File: config.mk
export PLATFORM = sky130hd
export DESIGN_NAME = lcd_ram
export DESIGN_NICKNAME = d
export VERILOG_FILES = /design/src/rtl/lcd_ram.sv
export SDC_FILE = /design/constraint.sdc
export NUM_CORES = 1
export LEC_CHECK = 0
export ABC_CLOCK_PERIOD_IN_PS = 2900
export BUFFER_PORTS_ARGS = -buffer_cell sky130_fd_sc_hd__buf_4
export CAP_MARGIN = 20
export CORE_AREA = 2 2 100 102
export DETAILED_ROUTE_END_ITERATION = 8
export DIE_AREA = 0 0 102 104
export PLACE_DENSITY = 0.75
export SYNTH_ARGS = -nofsm -noshare
export SYNTH_HDL_FRONTEND = slang
export SYNTH_SLANG_ARGS = --single-unit
File: constraint.sdc
create_clock -name clk_i -period 2.9 [get_ports clk_i]
set_input_delay 0.58 -clock clk_i [delete_from_list [all_inputs] [get_ports clk_i]]
set_output_delay 0.58 -clock clk_i [all_outputs]
set_load 0.05 [all_outputs]
File: src/rtl/lcd_ram.sv
// Generic single write port, single read port RAM with registered read data.
`timescale 1ns / 1ps

module lcd_ram #(
  parameter int Width = 8,
  parameter int Depth = 16
) (
  input  logic                     clk_i,
  input  logic                     we_i,
  input  logic [$clog2(Depth)-1:0] waddr_i,
  input  logic [Width-1:0]         wdata_i,
  input  logic [$clog2(Depth)-1:0] raddr_i,
  output logic [Width-1:0]         rdata_o
);

  logic [Width-1:0] mem_q [Depth];
  logic [Width-1:0] rdata_q;

  // write and registered read
  always_ff @(posedge clk_i) begin
    if (we_i) begin
      mem_q[waddr_i] <= wdata_i;
    end
    rdata_q <= mem_q[raddr_i];
  end

  assign rdata_o = rdata_q;

endmodule

# Yosys cells after proc, flatten, opt, wreduce, memory -nomap -nowiden
# Memory sizes are Yosys's and may differ from the RTL's. A register that Yosys moved wholly into a read port is not among the register bits.
# Cells that the tools add are included.
# Widths: inputs -> output; s select.
# totals
ff_bits,0
ram_bits,128
inputBits,18
output_inout_bits,8
wordCells,3
n_memories,1
# op_classes
n_mux,2
# memory_table
memory,depth,width,rd,rd_ports_with_merged_regs,write_ports,line_no,rtl
mem_q,16,8,1,1,1,16,logic [Width-1:0] mem_q [Depth];
# ops
op,n
$mux 1,2

# Logic depth before layout (Yosys ltp)
# Gate-level depths: netlist of the first run.
# logic_depth
word_depth,2
depth_mapped,5
ltp_nobuf,3

# Worst setup path after synthesis of the first run
# OpenSTA, ideal clock, no wires.
# synth_timing
path_kind,input -> register
start,input port waddr_i[2]
end,"memory mem_q[0][0], enable pin"
setup_time_ns,0.383
arrival_time_ns,1.690
setup_slack_ns,0.827
path_stages,2
n_path_buf,0
path_cell_list,or3b_2 > nor3_1
# synth_rtl
item,line_no,rtl
"start, declared",10,"input logic [$clog2(Depth)-1:0] waddr_i,"
"end, declared",16,
# Straight into the memory's write port.

# Worst setup path in the final report of the first run
# layout_timing
start,input port waddr_i[2]
end,"memory mem_q[2][5], enable pin"
# Straight into the memory's write port.

==> results of run 1 <==
-- power by group --
part	internal [W]	leakage, nW	switching (W)
Clock	0.00111	0.268	0.000762
Combinational	0.0000982	0.576	0.000156
Sequential	0.00220	1.22	0.0000107
-- cells in the mapped netlist (all sizes together) --
master	count
a22oi	16
and2	1
and2b	1
buf	7
clkdlybuf4s25	3
dfxtp	8
edfxtp	128
mux4	32
nand2	9
nand2b	2
nand3	1
nand3b	2
nor2	13
nor2b	1
nor3	4
or3b	1
-- how the worst max path moves through the flow --
stage | slack, ns | cells after the start | start | endpoint
2_1_floorplan | 0.83 | 2 | waddr_i[2] | mem_q[0][0]
3_3_place_gp | 0.67 | 3 | waddr_i[2] | mem_q[2][1]
3_5_place_dp | 0.65 | 3 | waddr_i[2] | mem_q[2][0]
4_1_cts | 1.21 | 3 | waddr_i[2] | mem_q[2][7]
5_1_grt | 1.14 | 5 | raddr_i[0] | rdata_o[5]
6_report | 1.18 | 3 | waddr_i[2] | mem_q[2][5]
-- final cells by class --
class,count,area (µm²),area share
tap,133,166,0.0274
clock inverter,13,77.6,0.0128
clock buffer,19,453,0.0747
sequential,136,4000,0.660
timing repair buffer,41,308,0.0507
multi-input combinational,83,1060,0.174
-- layer usage --
layer / GRT usage / up-vias / wire, µm
li1: - / 1076 / -
met1: 0.263 / 1269 / 3660
met2: 0.290 / 119 / 4740
met3: 0.0665 / 13 / 693
met4: 0.0714 / 0 / 130
met5: 0 / - / 0
-- flip-flops by register name, summed over array words and instances (netlist names) --
name	count
mem_q	128
rdata_o	8
-- per-stage QoR --
stage	std cells	hold slack, ns	total power (W)	util
global placement	393	0.650	0.00250	0.580
detailed placement	393	0.667	0.00251	0.580
CTS	425	0.340	0.00437	0.635
finish	425	0.363	0.00433	0.635
global route	425	0.353	0.00447	0.635
floorplan	229	0.629	0.00241	-
-- layout by cell type, fill, tap and decap left out --
| cell type | instances |
|---|---|
| nor2_1 | 13 |
| nand3b_1 | 2 |
| inv_6 | 1 |
| and2b_1 | 1 |
| clkinv_4 | 1 |
| mux4_1 | 14 |
| mux4_2 | 18 |
| edfxtp_1 | 128 |
| clkinvlp_4 | 2 |
| nand2_1 | 9 |
| a22oi_1 | 16 |
| dfxtp_1 | 8 |
| clkinv_2 | 9 |
| or3b_2 | 1 |
| clkbuf_8 | 2 |
| buf_4 | 41 |
| clkbuf_16 | 17 |
| nand2b_1 | 2 |
| nor2b_1 | 1 |
| nand3_1 | 1 |
| nor3_1 | 4 |
| and2_1 | 1 |
-- cell families (layout without fill, tap and decap cells) --
family	after synthesis	count (layout)	synth area share
and+or+nand+nor	35	35	0.0318
AOI/OAI and AO/OA	16	16	0.0233
buffers and inverters	10	73	0.0168
muxes	32	32	0.150
DFF	136	136	0.778
-- critical path, delay by kind of cell --
kind / cells / cell delay [ns]
simple gates: 2 / 1.16
buf+inv: 1 / 0.12
==> flow_summary.ini, run 1 <==
[finish]
finalInstanceArea_um2 = 6070
syn_to_final_growth_pct = 17.8
fillers = 671
nNetsFinal = 297
antenna_cells = 0
drive_above_1_share = 0.315

[cts]
htreeDepth = 4
cts_inserted_buffers = 17
clockBufferDepth = 2
clkLatencyLatePin_ns = 0.52
cts_tree = yes
holdBufCountCts = 0
clock_sinks = 136
ctsResizeCount = 0
path_clk_slew_ns = 0.06
cts_setup_buffers = 0
cts_root_buffer = clkbuf_8

[die]
core_um2 = 9550
num_rows = 36
die_h_um = 104
dieArea_um2 = 10600
ios = 26
initial_core_util = 0.539
die_w_um = 102

[routing]
initialDrtViolationCount = 217
viasPerCell = 5.83
post_drt_wl_per_cell_um = 21.7
vias = 2477
drtAntennaViolNets = 0
first_pass_iters = 5
drc = 0
routed_wl_um = 9220

[min_path]
min_path_cells = 1
hp-class = in2reg
worstHoldStart = wdata_i[7]
hold_path_end = mem_q[3][7]

[place]
io_buffers = 25
place_congestion = 0.772
hpwlAfterDp_um = 5800
dp_worst_setup_slack_ns = 0.647
dpl_cell_area_um2 = 5540

[synthesis]
syn_area_um2 = 5150
ys_seq_area_frac = 0.778
synth_cell_types = 19
synth_top_area_frac = 0.747
synth_area_leader_cell = edfxtp_1
synth-seq-cells = 136
yosys-top-cells-area = edfxtp_1 75%, mux4_2 7.9%, mux4_1 7.1%
syn_nets = 247
syn_area_per_cell_um2 = 22.5
syn_inst = 229
yosysWarnings = 0

[job]
cap_violations = 0

[setup_path]
reg2reg_depth = 3
timing.reg2reg.setup_slack_ns = 1.48
end_kind = flip-flop
path_cells = buf_4 > or3b_2 > nor2_1
cpMaxStageDelayCell = nor2_1
critPathLaunchType = primary input
critical_path_class = in2reg
r2r_end = rdata_o[2]
crit_fanout = 8
worstPathArrival_ns = 1.87
crit_required_ns = 3.05
r2r-start = mem_q[1][2]
slowest_delay_ns = 0.65

[sta]
setup_viol = 0
worst_pin_slew_ns = 0.823
fin_crit_ns = 1.72
max_freq_ghz = 0.583
drv_slew = 0
setup_tns_ns = 0
hold_violations = 0
setup_slack_ns = 1.18
period_share = 0.592
fin_skew_ns = 0.00542
grt_setup_unrepaired = no
relSlewSlack = 0.449

[power]
p_per_area_nw_per_um2 = 715
leakage_nw = 2.07
ir_worst_vdd_v = 0.000491

[global_route]
grt_use_total = 0.192
grt_max_degree = 33
grt_pass1_wl_um = 14000
grt_pass1_vias = 2430
antenna_found_initial = 0
grt_overflow = 0

[status]
status = complete, no violations
Power figures use the tool's default switching activity.
==> run 2, diff against run 1 <==
- ABC_AREA: default -> 1
- ABC_CLOCK_PERIOD_IN_PS: 2900 -> 1600
- CORE_AREA: 2 2 100 102 -> 2 2 106 108
- DIE_AREA: 0 0 102 104 -> 0 0 108 110
- PLACE_DENSITY: 0.75 -> 0.74
- clock period: 2.9 -> 1.6 ns (I/O delays scaled with it)
==> run 2 against run 1 <==
  * Cell count increased by 76%
  * Sequential cell count unchanged
  * Routed wire length increased by 36%
  * Global-route usage increased by 4.0 points
  * Clock power increased by 110%
  * Critical endpoint is now rdata_o[1]
  * Highest routed layer unchanged
==> flow_summary.ini, run 2 <==
[power]
swShare = 0.225
clkPwrFrac = 0.459
power_frac_comb = 0.071
p_sw_w = 0.00192
p_int_w = 0.00659
pwr-share-seq = 0.471
leakage_nw = 2.98
p_per_area_nw_per_um2 = 1250
ir_worst_vdd_v = 0.000899

[die]
initial_core_util = 0.539
ios = 26
die_w_um = 108
core_um2 = 10700
dieArea_um2 = 11900
die_h_um = 110
num_rows = 38

[routing]
viasPerCell = 5.12
routed_wl_um = 12600
initialDrtViolationCount = 317
drc = 0
post_drt_wl_per_cell_um = 16.7
first_pass_iters = 5
drtAntennaViolNets = 0
vias = 3841

[finish]
multi_input_area_um2 = 1210
mostFrequentLayoutCells = 173 x nand2_1, 128 x edfxtp_1, 100 x inv_1
fillers = 797
regMostFlops = mem_q
largest_register_ffs = 128
regArea_um2 = 4000
drive_above_1_share = 0.139
nNetsFinal = 615
final_common_cell = nand2_1
antenna_cells = 0
syn_to_final_growth_pct = 17.9

[global_route]
grt_use_total = 0.232
grt_pass1_vias = 3763
antenna_found_initial = 0
grt_max_degree = 33
grt_pass1_wl_um = 19700
grt_overflow = 0

[setup_path]
worstPathArrival_ns = 1.09
critical_path_class = reg2out
path_delay_family = flip-flops
end_kind = output pin
crit_required_ns = 1.28
critPathLaunchType = flip-flop
reg2reg_depth = 6
crit_fanout = 1
path_cells = buf_4
cp.depth = 1
cpMaxStageDelayCell = dfxtp_1
crit_buf_inv = 1
slowest_delay_ns = 0.36

[cts]
path_clk_slew_ns = 0.06
holdBufCountCts = 0
clock_sinks = 136
clockBufferDepth = 2
cts_tree = yes
htreeDepth = 4
ctsResizeCount = 0
cts_root_buffer = clkbuf_8
cts_inserted_buffers = 17
clkLatencyLatePin_ns = 0.52
cts_setup_buffers = 0

[min_path]
min_path_cells = 3
hp-class = in2reg

[place]
place_congestion = 0.869
hpwlAfterDp_um = 7720
dp_worst_setup_slack_ns = 0.0995
io_buffers = 25

[synthesis]
synth_cell_types = 12
synth_top_area_frac = 0.667
async_flop_share = 0
synth_flop_cell = edfxtp_1
synth-seq-cells = 136
ys_seq_area_frac = 0.694
synth-edff-count = 128
yosys-top-cells-area = edfxtp_1 67%, nand2_1 11%, nand3_1 8.4%
syn_area_per_cell_um2 = 10.5
yosysWarnings = 0
synthTopCellsByCount = 173 x nand2_1, 128 x edfxtp_1, 100 x inv_1
synth_area_leader_cell = edfxtp_1
syn_area_um2 = 5770
syn_nets = 569
syn_inst = 551
synth.most_common_cell = nand2_1

[sta]
max_freq_ghz = 0.708
setup_viol = 0
hold_violations = 0
period_share = 0.883
setup_tns_ns = 0
fin_crit_ns = 1.41
relSlewSlack = 0.737
setup_slack_ns = 0.187
fin_skew_ns = 0.00666
drv_slew = 0
worst_pin_slew_ns = 0.395
grt_setup_unrepaired = no

[job]
cap_violations = 0

[status]
status = complete, no violations
[run 2: cell count changes in the layout (fill, tap and decap cells not counted), moves of 14 or more]
cell and change:
nand3_1 +96, mux4_1 -14, nand2_1 +164, inv_1 +100, a22oi_1 -16, mux4_2 -18
[run 2: worst paths after layout]
path	startpoint	endpoint	slack, ns
hold / removal	raddr_i[3]	rdata_o[7]	0.12
hold reg to reg	mem_q[12][7]	rdata_o[7]	0.69
setup / recovery	rdata_o[1]	rdata_o[1]	0.19
setup reg to reg	mem_q[0][2]	rdata_o[2]	0.51
[run 2: kinds of logic (layout without fill, tap and decap cells)]
logic type,Yosys count,after routing,share of synthesized area
buffers and inverters,126,185,0.0952
flip-flops,136,136,0.694
AND/OR/NAND/NOR,289,289,0.210
[run 2: power groups by stage]
| stage | logic, W | clock network [W] | registers [W] |
|---|---|---|---|
| floorplan | 0.000281 | 0 | 0.00416 |
| global placement | 0.000592 | 0 | 0.00408 |
| detailed placement | 0.000597 | 0 | 0.00408 |
| CTS | 0.000602 | 0.00393 | 0.00401 |
| global route | 0.000659 | 0.00410 | 0.00401 |
| finish | 0.000601 | 0.00390 | 0.00400 |
[run 2: layout make-up]
| cell class | instances | share of cell area |
|---|---|---|
| Clock buffer | 18 | 0.0630 |
| Clock inverter | 14 | 0.0254 |
| Inverter | 102 | 0.0563 |
| Multi-Input combinational cell | 289 | 0.179 |
| Sequential cell | 136 | 0.589 |
| Tap cell | 140 | 0.0258 |
| Timing Repair Buffer | 51 | 0.0619 |
[run 2: stage by stage]
step	hold slack (ns)	instances	instance area [µm²]	total power, W	util
after global placement	0.641	718	6200	0.00467	0.579
final	0.116	750	6800	0.00851	0.635
after detailed placement	0.644	718	6200	0.00468	0.579
after global routing	0.125	750	6800	0.00877	0.635
after floorplan	0.419	551	5770	0.00444	-
after CTS	0.0943	750	6800	0.00854	0.635
[run 2: layer usage]
metal,vias up,wire length (µm),GRT usage
li1,1869,-,-
met4,0,282,0.0934
met1,1813,5220,0.298
met2,137,6310,0.381
met5,-,0,0
met3,22,738,0.0623
==> run 3, diff against run 2 <==
- ABC_CLOCK_PERIOD_IN_PS: 1600 -> 1300
- SLEW_MARGIN: default -> 20
- clock period: 1.6 -> 1.3 ns (I/O delays scaled with it)
==> run 3 against run 2 <==
  * First-iteration DRC count increased by 16%
  * Cell count increased by 0.27%
  * Cell area grew 1.4%
  * Global-route usage increased by 0.52 points
  * Setup slack lost 0.18 ns
  * Largest power group unchanged
  * Combinational power increased by 29%
  * Largest cell class unchanged
==> flow_summary.ini, run 3 (synthesized netlist as in run 2, its figures left out) <==
[status]
status = complete, no violations

[sta]
grt_setup_unrepaired = yes
fin_crit_ns = 1.29
fin_skew_ns = 0.00955
setup_slack_ns = 0.00641
worst_pin_slew_ns = 0.297
relSlewSlack = 0.802
max_freq_ghz = 0.773
setup_viol = 0
drv_slew = 0
period_share = 0.995
hold_violations = 0

[routing]
post_drt_wl_per_cell_um = 17.0
viasPerCell = 5.21
vias = 3920
drtAntennaViolNets = 0
first_pass_iters = 5
routed_wl_um = 12800
initialDrtViolationCount = 368
drc = 0

[cts]
clockBufferDepth = 2
clkLatencyLatePin_ns = 0.52
cts_inserted_buffers = 17
htreeDepth = 4
clock_sinks = 136
cts_setup_buffers = 0
path_clk_slew_ns = 0.06
cts_tree = yes
cts_root_buffer = clkbuf_8

[setup_path]
crit_fanout = 1
path_cells = buf_8
crit_buf_inv = 1
worstPathArrival_ns = 1.03
end_kind = output pin
critPathLaunchType = flip-flop
path_delay_family = flip-flops
cpMaxStageDelayCell = dfxtp_2
crit_required_ns = 1.04
slowest_delay_ns = 0.36
critical_path_class = reg2out

[finish]
syn_to_final_growth_pct = 19.5
regMostFlops = mem_q
largest_register_ffs = 128
antenna_cells = 0
nNetsFinal = 617
drive_above_1_share = 0.155
fillers = 818
final_common_cell = nand2_1
multi_input_area_um2 = 1210
mostFrequentLayoutCells = 173 x nand2_1, 128 x edfxtp_1, 100 x inv_1
regArea_um2 = 4020

[global_route]
grt_pass1_vias = 3918
grt_pass1_wl_um = 20300
grt_max_degree = 53
grt_overflow = 0
antenna_found_initial = 0
grt_use_total = 0.238

[power]
leakage_nw = 3.00
ir_worst_vdd_v = 0.00134
p_per_area_nw_per_um2 = 1530
power_w = 0.0106

[place]
hpwlAfterDp_um = 8050
io_buffers = 25
dp_worst_setup_slack_ns = -0.0306
place_congestion = 0.813

[die]
num_rows = 38
initial_core_util = 0.539
ios = 26
core_um2 = 10700
dieArea_um2 = 11900
die_w_um = 108
die_h_um = 110

[min_path]
hp-class = in2reg

[job]
cap_violations = 0
-- run 3: changes by cell type in the layout (fill, tap and decap cells not counted) --
cell	previous run	this run
buf_12	3	4
buf_4	48	41
buf_6	0	3
buf_8	0	5
clkbuf_8	2	1
clkinv_2	3	0
clkinv_4	3	1
clkinvlp_4	2	4
dfxtp_1	8	0
dfxtp_2	0	7
dfxtp_4	0	1
inv_6	3	7
-- run 3: power by group --
group	internal, W	leakage, nW	switching (W)
Sequential	0.00491	1.22	0.0000468
Clock	0.00296	0.283	0.00187
Combinational	0.000264	1.49	0.000514
Total	0.00813	3.00	0.00244
-- run 3: path summary, 6_finish.rpt --
check / from / end / slack [ns] / cells past startpoint
max: rdata_o[5] / rdata_o[5] / 0.006 / 1
min: wdata_i[1] / mem_q[6][1] / 0.08 / 1
max reg2reg: mem_q[7][1] / rdata_o[1] / 0.30 / 6
min reg2reg: mem_q[2][7] / rdata_o[7] / 0.70 / 6
-- run 3: layer usage --
metal | GRT usage | routed length (µm) | vias up
met5 | 0 | 0 | -
met4 | 0.111 | 378 | 0
met3 | 0.0541 | 912 | 25
met2 | 0.391 | 6550 | 163
met1 | 0.302 | 4940 | 1861
li1 | - | - | 1871
-- run 3: final cells by class --
| type | count | area share |
|---|---|---|
| inverter | 102 | 0.0556 |
| clock buffer | 17 | 0.0601 |
| sequential | 136 | 0.583 |
| multi-input combinational | 289 | 0.176 |
| timing repair buffer | 53 | 0.0721 |
| clock inverter | 15 | 0.0276 |
| tap | 140 | 0.0254 |
-- run 3: what timing repair did --
action,4_1_cts,5_1_grt
hold buffers,0,0
setup endpoints to repair,7,6
resized for setup,20,2
-- run 3: per-stage QoR --
| step | TNS, ns | hold slack (ns) | util | instance area (µm²) | instances |
|---|---|---|---|---|---|
| after floorplan | 0 | 0.359 | - | 5770 | 551 |
| after global placement | -0.00302 | 0.584 | 0.582 | 6220 | 720 |
| after detailed placement | -0.0434 | 0.594 | 0.582 | 6220 | 720 |
| after CTS | -0.0529 | 0.0567 | 0.644 | 6880 | 752 |
| after global routing | -0.0525 | 0.0760 | 0.644 | 6890 | 752 |
| final | 0 | 0.0814 | 0.644 | 6890 | 752 |
