`src/rtl/lcd_pkg.sv`:
```
// Shared types, constants and control encodings of the lidar ring curb detector.
`timescale 1ns / 1ps

package lcd_pkg;

  localparam int CoordBits   = 20;
  localparam int CfgIdxBits  = 4;
  localparam int CfgDataBits = 16;

  // configuration register indexes
  localparam logic [CfgIdxBits-1:0] CfgWindowHalf = 4'd0;
  localparam logic [CfgIdxBits-1:0] CfgHeightStep = 4'd1;
  localparam logic [CfgIdxBits-1:0] CfgCosOne     = 4'd2;
  localparam logic [CfgIdxBits-1:0] CfgCosTwo     = 4'd3;

  // geometry constants, millimetres
  localparam int NearSq   = 25000000;  // 5 m squared
  localparam int EndStep  = 50;
  localparam int IdxMmSq  = 100;       // 10 mm per index step, squared
  localparam int CosShift = 30;        // Q1.15 limit squared

  typedef logic signed [CoordBits-1:0] coord_t;

  typedef struct packed {
    coord_t point_x;
    coord_t point_y;
    coord_t point_z;
    logic   ring_end;
  } point_in_t;

  typedef struct packed {
    coord_t out_x;
    coord_t out_y;
    coord_t out_z;
    logic   is_curb;
    logic   last_of_ring;
  } point_out_t;

  typedef enum logic [4:0] {
    S_IDLE, S_C, S_W1, S_E1, S_F1, S_E2, S_F2, S_ACC,
    S_AW, S_OPS, S_PW, S_CHK, S_BS, S_BW, S_JUDGE, S_OUT
  } ctl_e;

  // target of the word returned by the window memory
  typedef enum logic [2:0] {LD_NONE, LD_C, LD_E, LD_F, LD_BEF, LD_AFT} ld_e;

  // product issued to the small multiplier, and where it is summed
  typedef enum logic [3:0] {
    PR_NONE, PR_NX, PR_NY, PR_DADB, PR_DADA, PR_DBDB,
    PR_SXX, PR_SYY, PR_AXX, PR_AYY, PR_BXX, PR_BYY
  } prod_e;

  // shift-add multiplies of the exact cosine compare
  typedef enum logic [1:0] {BM_DD, BM_CC, BM_RNA, BM_RNB} bm_e;

  typedef struct packed {
    ld_e   ld;
    logic  acc_clr;
    prod_e prod;
    logic  bm_start;
    bm_e   bm;
    logic  sel_two;
    logic  judge;
    logic  clr_curb;
    logic  out_load;
    logic  out_last;
  } dp_cmd_t;

  typedef struct packed {
    logic need_slow;
    logic bm_busy;
    logic out_free;
  } dp_sts_t;

endpackage

```
`src/rtl/lcd_ctrl.sv`:
```
// Controller: window bookkeeping, read sequencing and test scheduling.
`timescale 1ns / 1ps

module lcd_ctrl #(
  parameter int MAX_HALF = 16
) (
  input  logic                               clk_i,
  input  logic                               rst_ni,
  input  logic                               in_valid_i,
  input  logic                               in_ring_end_i,
  output logic                               in_ready_o,
  input  logic [$clog2(MAX_HALF+1)-1:0]      k_i,
  input  logic                               k_clear_i,
  input  lcd_pkg::dp_sts_t                   sts_i,
  output lcd_pkg::dp_cmd_t                   cmd_o,
  output logic                               ram_we_o,
  output logic [$clog2(2*MAX_HALF+1)-1:0]    ram_waddr_o,
  output logic [$clog2(2*MAX_HALF+1)-1:0]    ram_raddr_o
);

  import lcd_pkg::*;

  localparam int D   = 2 * MAX_HALF + 1;
  localparam int AW  = $clog2(D);
  localparam int NW  = AW + 1;
  localparam int KW  = $clog2(MAX_HALF + 1);
  localparam int Cap = 4 * MAX_HALF + 1;
  localparam int CW  = $clog2(Cap + 1);
  localparam int EW  = CW + 2;

  ctl_e           state_q, state_d;
  logic [CW-1:0]  rc_q, rc_d, rcn;
  logic [AW-1:0]  ws_q, ws_d;
  logic [KW-1:0]  b_q, b_d, m_q, m_d, h1, h2;
  logic           ph_q, ph_d, end_q, end_d, two_q, two_d;
  logic [2:0]     op_q, op_d;
  bm_e            bm_q, bm_d;
  ld_e            ld_q, ld_d;
  logic [NW-1:0]  n, sum_a;
  logic           t1v, t2v, op_last;

  // product order of each test
  function automatic prod_e op_prod(input logic two, input logic [2:0] op);
    prod_e p;
    p = PR_NONE;
    case (op)
      3'd0:    p = PR_NX;
      3'd1:    p = PR_NY;
      3'd2:    p = two ? PR_SXX : PR_DADB;
      3'd3:    p = two ? PR_SYY : PR_DADA;
      3'd4:    p = two ? PR_AXX : PR_DBDB;
      3'd5:    p = PR_AYY;
      3'd6:    p = PR_BXX;
      3'd7:    p = PR_BYY;
      default: p = PR_NONE;
    endcase
    return p;
  endfunction

  assign h1  = k_i >> 1;
  assign h2  = k_i - h1;
  assign rcn = (rc_q == CW'(Cap)) ? rc_q : rc_q + 1'b1;

  // neighbour limits inside the ring
  assign t1v = (b_q >= h2) && (EW'(rc_q) >= EW'(b_q) + EW'(k_i) + EW'(h1) + 1'b1);
  assign t2v = (b_q >= k_i) && (EW'(rc_q) >= EW'(b_q) + EW'(k_i) + 1'b1);
  assign op_last = two_q ? (op_q == 3'd7) : (op_q == 3'd4);

  // window slot of the point n back from the newest
  assign sum_a = NW'(ws_q) + NW'(D - 1) - n;
  assign ram_raddr_o = (sum_a >= NW'(D)) ? AW'(sum_a - NW'(D)) : AW'(sum_a);
  assign ram_waddr_o = ws_q;

  // state and counters
  always_ff @(posedge clk_i or negedge rst_ni) begin
    if (!rst_ni) begin
      state_q <= S_IDLE;
      rc_q    <= '0;
      ws_q    <= '0;
      b_q     <= '0;
      m_q     <= '0;
      ph_q    <= 1'b0;
      end_q   <= 1'b0;
      two_q   <= 1'b0;
      op_q    <= '0;
      bm_q    <= BM_DD;
      ld_q    <= LD_NONE;
    end else begin
      state_q <= state_d;
      rc_q    <= rc_d;
      ws_q    <= ws_d;
      b_q     <= b_d;
      m_q     <= m_d;
      ph_q    <= ph_d;
      end_q   <= end_d;
      two_q   <= two_d;
      op_q    <= op_d;
      bm_q    <= bm_d;
      ld_q    <= ld_d;
    end
  end

  // next state and commands
  always_comb begin
    state_d = state_q;
    rc_d    = rc_q;
    ws_d    = ws_q;
    b_d     = b_q;
    m_d     = m_q;
    ph_d    = ph_q;
    end_d   = end_q;
    two_d   = two_q;
    op_d    = op_q;
    bm_d    = bm_q;
    ld_d    = LD_NONE;
    n       = NW'(b_q);
    in_ready_o = 1'b0;
    ram_we_o   = 1'b0;
    cmd_o         = '0;
    cmd_o.ld      = ld_q;
    cmd_o.sel_two = two_q;
    unique case (state_q)
      S_IDLE: begin
        in_ready_o = 1'b1;
        if (in_valid_i) begin
          ram_we_o = 1'b1;
          ws_d  = (ws_q == AW'(D - 1)) ? '0 : ws_q + 1'b1;
          rc_d  = rcn;
          end_d = in_ring_end_i;
          if (in_ring_end_i) begin
            b_d     = (EW'(rcn) - 1'b1 < EW'(k_i)) ? KW'(rcn - 1'b1) : k_i;
            state_d = S_C;
          end else if (EW'(rcn) >= EW'(k_i) + 1'b1) begin
            b_d     = k_i;
            state_d = S_C;
          end
        end
      end
      S_C: begin
        ld_d = LD_C;
        cmd_o.clr_curb = 1'b1;
        two_d = 1'b0;
        if (t1v) begin
          state_d = S_E1;
        end else if (t2v) begin
          two_d   = 1'b1;
          state_d = S_E2;
        end else begin
          state_d = S_W1;
        end
      end
      S_W1: state_d = S_OUT;
      S_E1: begin
        n = NW'(b_q) + NW'(h1);
        ld_d = LD_E;
        state_d = S_F1;
      end
      S_F1: begin
        n = NW'(b_q) - NW'(h2);
        ld_d = LD_F;
        op_d = '0;
        state_d = S_AW;
      end
      S_E2: begin
        n = NW'(b_q) + NW'(k_i);
        ld_d = LD_E;
        state_d = S_F2;
      end
      S_F2: begin
        n = NW'(b_q) - NW'(k_i);
        ld_d = LD_F;
        cmd_o.acc_clr = 1'b1;
        m_d  = KW'(1);
        ph_d = 1'b0;
        state_d = S_ACC;
      end
      S_ACC: begin
        if (!ph_q) begin
          n = NW'(b_q) + NW'(m_q);
          ld_d = LD_BEF;
          ph_d = 1'b1;
        end else begin
          n = NW'(b_q) - NW'(m_q);
          ld_d = LD_AFT;
          ph_d = 1'b0;
          m_d  = m_q + 1'b1;
          if (m_q == k_i) begin
            op_d    = '0;
            state_d = S_AW;
          end
        end
      end
      S_AW: state_d = S_OPS;
      S_OPS: begin
        cmd_o.prod = op_prod(two_q, op_q);
        op_d = op_q + 1'b1;
        if (op_last) begin
          state_d = S_PW;
        end
      end
      S_PW: state_d = S_CHK;
      S_CHK: begin
        if (sts_i.need_slow) begin
          bm_d    = BM_DD;
          state_d = S_BS;
        end else begin
          state_d = S_JUDGE;
        end
      end
      S_BS: begin
        cmd_o.bm_start = 1'b1;
        cmd_o.bm       = bm_q;
        state_d = S_BW;
      end
      S_BW: begin
        if (!sts_i.bm_busy) begin
          unique case (bm_q)
            BM_DD:   begin bm_d = BM_CC;  state_d = S_BS; end
            BM_CC:   begin bm_d = BM_RNA; state_d = S_BS; end
            BM_RNA:  begin bm_d = BM_RNB; state_d = S_BS; end
            default: state_d = S_JUDGE;
          endcase
        end
      end
      S_JUDGE: begin
        cmd_o.judge = 1'b1;
        if (!two_q && t2v) begin
          two_d   = 1'b1;
          state_d = S_E2;
        end else begin
          state_d = S_OUT;
        end
      end
      S_OUT: begin
        if (sts_i.out_free) begin
          cmd_o.out_load = 1'b1;
          cmd_o.out_last = end_q && (b_q == '0);
          if (end_q && (b_q != '0)) begin
            b_d     = b_q - 1'b1;
            state_d = S_C;
          end else begin
            if (end_q) begin
              rc_d = '0;
            end
            state_d = S_IDLE;
          end
        end
      end
      default: state_d = S_IDLE;
    endcase
    // a new K starts a fresh ring
    if (k_clear_i) begin
      rc_d = '0;
    end
  end

endmodule

```
`config.mk`:
```
export PLATFORM = sky130hd
export DESIGN_NAME = lcd_ctrl
export DESIGN_NICKNAME = d
export VERILOG_FILES = /design/src/rtl/lcd_pkg.sv /design/src/rtl/lcd_ctrl.sv
export SDC_FILE = /design/constraint.sdc
export NUM_CORES = 1
export LEC_CHECK = 0
export ABC_AREA = 0
export BUFFER_PORTS_ARGS = -buffer_cell sky130_fd_sc_hd__buf_2
export CAP_MARGIN = 40
export CORE_ASPECT_RATIO = 1.1
export CORE_UTILIZATION = 60
export CTS_BUF_LIST = sky130_fd_sc_hd__clkbuf_8 sky130_fd_sc_hd__clkbuf_16
export DETAILED_ROUTE_END_ITERATION = 7
export PLACE_DENSITY = 0.8
export SETUP_SLACK_MARGIN = 0.3
export SYNTH_ARGS = -nofsm -noshare
export SYNTH_HDL_FRONTEND = slang
export SYNTH_SLANG_ARGS = --single-unit
export TNS_END_PERCENT = 20
```
`constraint.sdc`:
```
create_clock -name clk_i -period 6 [get_ports clk_i]
set_input_delay 0.6 -clock clk_i [delete_from_list [all_inputs] [get_ports clk_i]]
set_output_delay 0.6 -clock clk_i [all_outputs]
set_load 0.005 [all_outputs]
```
# Word level (Yosys, flattened, before mapping)
# Index checks and enable logic that the tools add are counted.
# op_classes
eq_ne	42
shift	0
reduce_logical	28
n_div	0
add_sub_neg	22
n_bitwise	0
muxes	65
n_lt_le_gt_ge	7
mul	0
# ops
operator	count
two-way mux 5 bit	16
case mux 5 bit (16 select lines)	1
two-way mux 7 bit	7
== test 5 x 4 -> 1 bit, second input constant	8
case mux 7 bit (5 select lines)	1
case mux 4 bit (8 select lines)	1
== test 5 x 3 -> 1 bit, second input constant	4
case mux 5 bit (2 select lines)	2
adder 5 x 5 -> 6 bit	3
!= test 2 bit, second input constant	9
subtractor 5 x 5 -> 6 bit	3
two-way mux 3 bit	5
!= test 3 bit, second input constant	5
two-way mux 2 bit	7
case mux 7 bit (2 select lines)	1
two-way mux 1 bit	13
== test 3 bit, second input constant	4
two-way mux 4 bit	3
two-way mux 6 bit	2
case mux 3 bit (4 select lines)	1
== test 5 x 2 -> 1 bit, second input constant	2
greater-or-equal comparator 5 bit	2
logical NOT 5 bit	2
AND reduction 5 bit	2
46 further kinds	60
# word_totals
word_cells	175
register_bits	39
n_memories	0
latch_bits	0
ramBits	0
inputBits	13
romBits	0
output_inout_bits	30

# Logic depth before layout (Yosys ltp)
# logic_depth
word_depth	8
depth_mapped	23

# Worst setup path after synthesis
# OpenSTA, ideal clock, no wires.
# synth_timing
kind	input to output
startpoint	input port k_i[0]
endpoint	output port ram_raddr_o[1]
t_arrival_ns	4.364
stages	22
setup_slack_ns	1.036
path_cell_list	inv_1 ha_1 inv_1 fa_1 xnor2_1 ha_1 nor2b_1 o21ai_0 nand2b_1 xnor2_1 mux2_2 o221ai_1 a21oi_1 ha_1 ha_1 inv_1 o21bai_1 a21oi_1 xnor2_1 xnor2_2 nor2_1 mux2_4
# synth_between
elab_chain_cells	6
elab_cells_between_ends	9
# synth_lines
element	line_no	rtl
from (decl)	lcd_ctrl.sv:12	input logic [$clog2(MAX_HALF+1)-1:0] k_i,
subtractor 5 x 4 -> 5 bit	lcd_ctrl.sv:61	assign h2 = k_i - h1;
subtractor 5 x 5 -> 6 bit	lcd_ctrl.sv:159	n = NW'(b_q) - NW'(h2);
case mux 7 bit (5 select lines) *	lcd_ctrl.sv:122	unique case (state_q)
subtractor 7 bit *	lcd_ctrl.sv:70	assign sum_a = NW'(ws_q) + NW'(D - 1) - n;
subtractor 6 bit / greater-or-equal comparator 7 x 6 -> 1 bit (equally long branches)	lcd_ctrl.sv:71	assign ram_raddr_o = (sum_a >= NW'(D)) ? AW'(sum_a - NW'(D)) : AW'(sum_a);
two-way mux 6 bit *	lcd_ctrl.sv:71	
to (decl)	lcd_ctrl.sv:18	output logic [$clog2(2*MAX_HALF+1)-1:0] ram_raddr_o
# Mark *: on every way between the ends. The rest lies on a longest branch, timed or not.

# Worst setup path in the final report
# Ends and elaborated chain as after synthesis.

==> parameters.txt <==
Parameter                              Value

Yosys
  Area fraction in compound gates after synthesis    0.217
  Number of nets produced by synthesis    ~800
  Mapped Area    roughly 0.0054 mm2
  Mean area per synthesized cell    about 8.3 um2
  Fraction of registers with async set/reset    1.00
  Library cells used by synthesis    between 60 and 70
  Most instantiated flip-flop cell in the synthesis netlist    dfrtp_1
  Multiplexer share of the synthesized area    0.0198
  Post-synthesis sequential area ratio    0.175
  Cell count after synthesis    660
  Number of flops mapped to enable cells by yosys    0
  Xor-xnor portion of the synthesized cell area    0.0963
  Arithmetic-cell share of the synthesized area counting full adders, half adders and majority gates    0.254
  Dominant combinational cell family by area after synthesis    adder cells
  Count of yosys warnings during synthesis    0
  #FFs+latches synth    38
  Simple-gate area share of the yosys netlist    0.176

Routing
  Routed via count divided by cell count    just over 6
  Highest layer used for signal routing    met4
  Remaining DRCs    1
  Post-Route M1 WL    slightly above 6000 um
  First-pass iteration count of the detailed router    7
  Drt total wl    roughly 14000 um
  Routed vias    roughly 5.0k
  Antenna Nets Post-Route    0
  WL met2    6860 um
  DR WL/cell    17.5 um
  Wire length on met3    about 650 um
  Iteration-0 DRC count of the detailed router    284

Worst setup path
  Crit-path max FO    9
  Series of cell instances along the critical path    clkbuf_4 -> inv_1 -> ha_1 -> inv_1 -> fa_2 -> fa_2 -> o22ai_1 -> a221oi_1 -> o311a_1 -> ha_1 -> ha_1 -> inv_1 -> fa_1 -> inv_1 -> a21o_1 -> a21oi_1 -> xor2_1 -> nor2_1 -> nor2_2 -> mux2_4 -> buf_2
  Endpoint arrival time on the critical path    ~5000 ps
  Kind of end point of the critical path    output pin
  Delay of the slowest cell on the worst path    between 500 and 600 ps
  Master of the slowest instance on the critical path    fa_2
  Type of the worst setup path    in2out
  Launching element type of the critical path    primary input
  Worst path required time    5400 ps
  Worst reg-to-reg setup slack    between 1500 and 2000 ps
  Cell repeated most along the worst path    inv_1

Timing
  Slew Limit Fails    0
  Maximum clock frequency    about 180 MHz
  Normalized max-slew margin    0.402
  Number of failing setup endpoints in the final timing report    0
  Setup Total Neg Slack    0 ps
  Setup repair after global routing missed its margin    no
  Final period utilization    0.926
  Minimum clock period    roughly 5600 ps
  Clock skew after layout    around 8 ps
  Setup slack of the critical path after layout    between 400 and 500 ps
  Transition time at the pin with the least slew margin    about 890 ps
  Total count of hold-check failures in the final report    0

Layout
  Layout cells sized above 1    0.128
  Leading cell type in the layout, fill and taps excluded    ha_1
  # nets final    between 800 and 900
  Commonest cells after routing, fill and taps aside    ha_1 (95), inv_1 (56), nor2_1 (55), nand2_1 (47), a21oi_1 (45)
  Area taken by flip-flops and latches    952 um2
  Antenna fix cells    0
  Layout Utilization    0.668
  Layout filler cell count    approximately 770
  Area overhead of the layout relative to synthesis    8.34%
  Area used by multi-input combinational logic    between 0.004 and 0.005 mm2

Clock network
  Clock latency on the worst-skew pair    about 300 ps
  Root buffer selected by CTS    clkbuf_8
  Clock tree sinks    38
  CTS tree    built
  H-tree depth    2
  Largest buffer count on any clock path    2
  CTS clk-pin slew, worst paths    around 80 ps
  Post-CTS Hold Fix Bufs    0
  Number of buffers created by CTS    5

Pwr
  Worst IR Drop VDD    approximately 0.36 mV
  Leakage power total    roughly 0.0028 uW
  Power density over cell area    between 600 and 700 mW/mm2

Run
  Max-Cap Viols    0

Die
  Die extent in x    92.8 um
  Placement Rows    36
  Initial cell density of the core    0.617
  Overall die area    around 0.0095 mm2
  Top Ports    43
  DIE HEIGHT    between 100 and 150 um
  Placeable Area    between 0.008 and 0.009 mm2

Placement
  Count of buffers inserted at the top-level ports    42
  Detailed placer's ending HPWL    11100 um
  Final Wtd Congestion    between 1 and 1.5
  Worst slack at placement    ~350 ps

GRT
  First-pass GRT wire length    23300 um
  Initial antenna violation count    0
  Total grt overflow    0
  Pin count of the biggest net entering global routing    25
  Global Route Usage Sum    0.311
  Number of global-route vias before repair    about 5k

Hold path
  Min-delay worst type    in2async

Status
  Violated checks    DRC
  Status    finished with violations
[what timing repair did]
action	in CTS	in global routing
gates resized for setup	0	19
setup buffers	0	2
setup endpoints to repair	0	6
[layer usage]
layer | up-vias | global-route usage
met3 | 37 | 0.0394
li1 | 2403 | -
met2 | 181 | 0.545
met4 | 0 | 0.146
met1 | 2340 | 0.381
met5 | - | 0
[kinds of logic after synthesis]
group / after synthesis
AO/OA/AOI/OAI: 177
XOR/XNOR: 59
adder cells (fa/ha/maj): 105
buffers and inverters: 79
flip-flops: 38
multiplexers: 10
AND/OR/NAND/NOR: 192
[cell type report]
cell class                 count  area share
timing repair buffer          48      0.0462
clock buffer                   6      0.0140
multi-input combinational    543       0.717
tap                          114      0.0242
sequential                    38       0.161
inverter                      58      0.0375
[critical path, delay by kind of cell]
family,cells,cell delay [ps]
adder cells (fa/ha/maj),6,1930
AO/OA/AOI/OAI,5,950
buffers and inverters,6,610
multiplexers,1,310
AND/OR/NAND/NOR,2,300
XOR/XNOR,1,240
[cells in the mapped netlist (5+ instances only)]
library cell | count | area (um2)
nor3_1 | 10 | 50.1
nand2_1 | 47 | 176
dfrtp_1 | 38 | 951
nor2b_1 | 14 | 87.6
o21bai_1 | 5 | 37.5
a21o_1 | 14 | 105
ha_1 | 96 | 1200
xor2_1 | 22 | 193
a211oi_1 | 6 | 45.0
a22oi_1 | 5 | 37.5
nand4_1 | 6 | 37.5
a21oi_1 | 47 | 235
fa_1 | 9 | 180
xnor2_1 | 36 | 315
nor2_1 | 56 | 210
o21ai_0 | 45 | 225
nand3_1 | 21 | 105
inv_1 | 57 | 214
clkbuf_1 | 8 | 30.0
buf_4 | 6 | 45.0
a22o_1 | 7 | 61.3
a31oi_1 | 7 | 43.8
mux2i_1 | 7 | 70.1
nand2b_1 | 11 | 68.8
[metrics by stage]
step / hold WS [ps] / power [uW] / area (um2) / cells
floorplan: 304 / 2420 / 5450 / 660
global placement: 521 / 2990 / 5700 / 798
detailed placement: 521 / 3120 / 5720 / 799
CTS: 216 / 3330 / 5800 / 805
global route: 235 / 3900 / 5900 / 807
finish: 209 / 3550 / 5900 / 807
[worst paths after layout]
path,from,endpoint,cells after the start
hold reg to reg,bm_q[1],bm_q[1],1
setup reg to reg,b_q[2],state_q[0],15
min in group clk_i,bm_q[1],bm_q[1],1
setup / recovery,k_i[0],ram_raddr_o[1],21
max in group asynchronous,rst_ni,b_q[1],2
hold / removal,rst_ni,ram_waddr_o[4],1
[where the power goes]
group          leakage (uW)  switching, uW  internal (uW)  total (uW)
logic               0.00231           1570           1260        2830
clock network     0.0000431           92.9           88.7         182
registers          0.000483            194            341         535
total               0.00284           1860           1690        3550
[sequential cells by signal, indices dropped and copies added (netlist names)]
register	flops
state_q	4
m_q	5
b_q	5
end_q	1
ram_waddr_o	6
ph_q	1
bm_q	2
ld_q	3
op_q	3
rc_q	7
two_q	1
(Power assumes the default switching activity.)
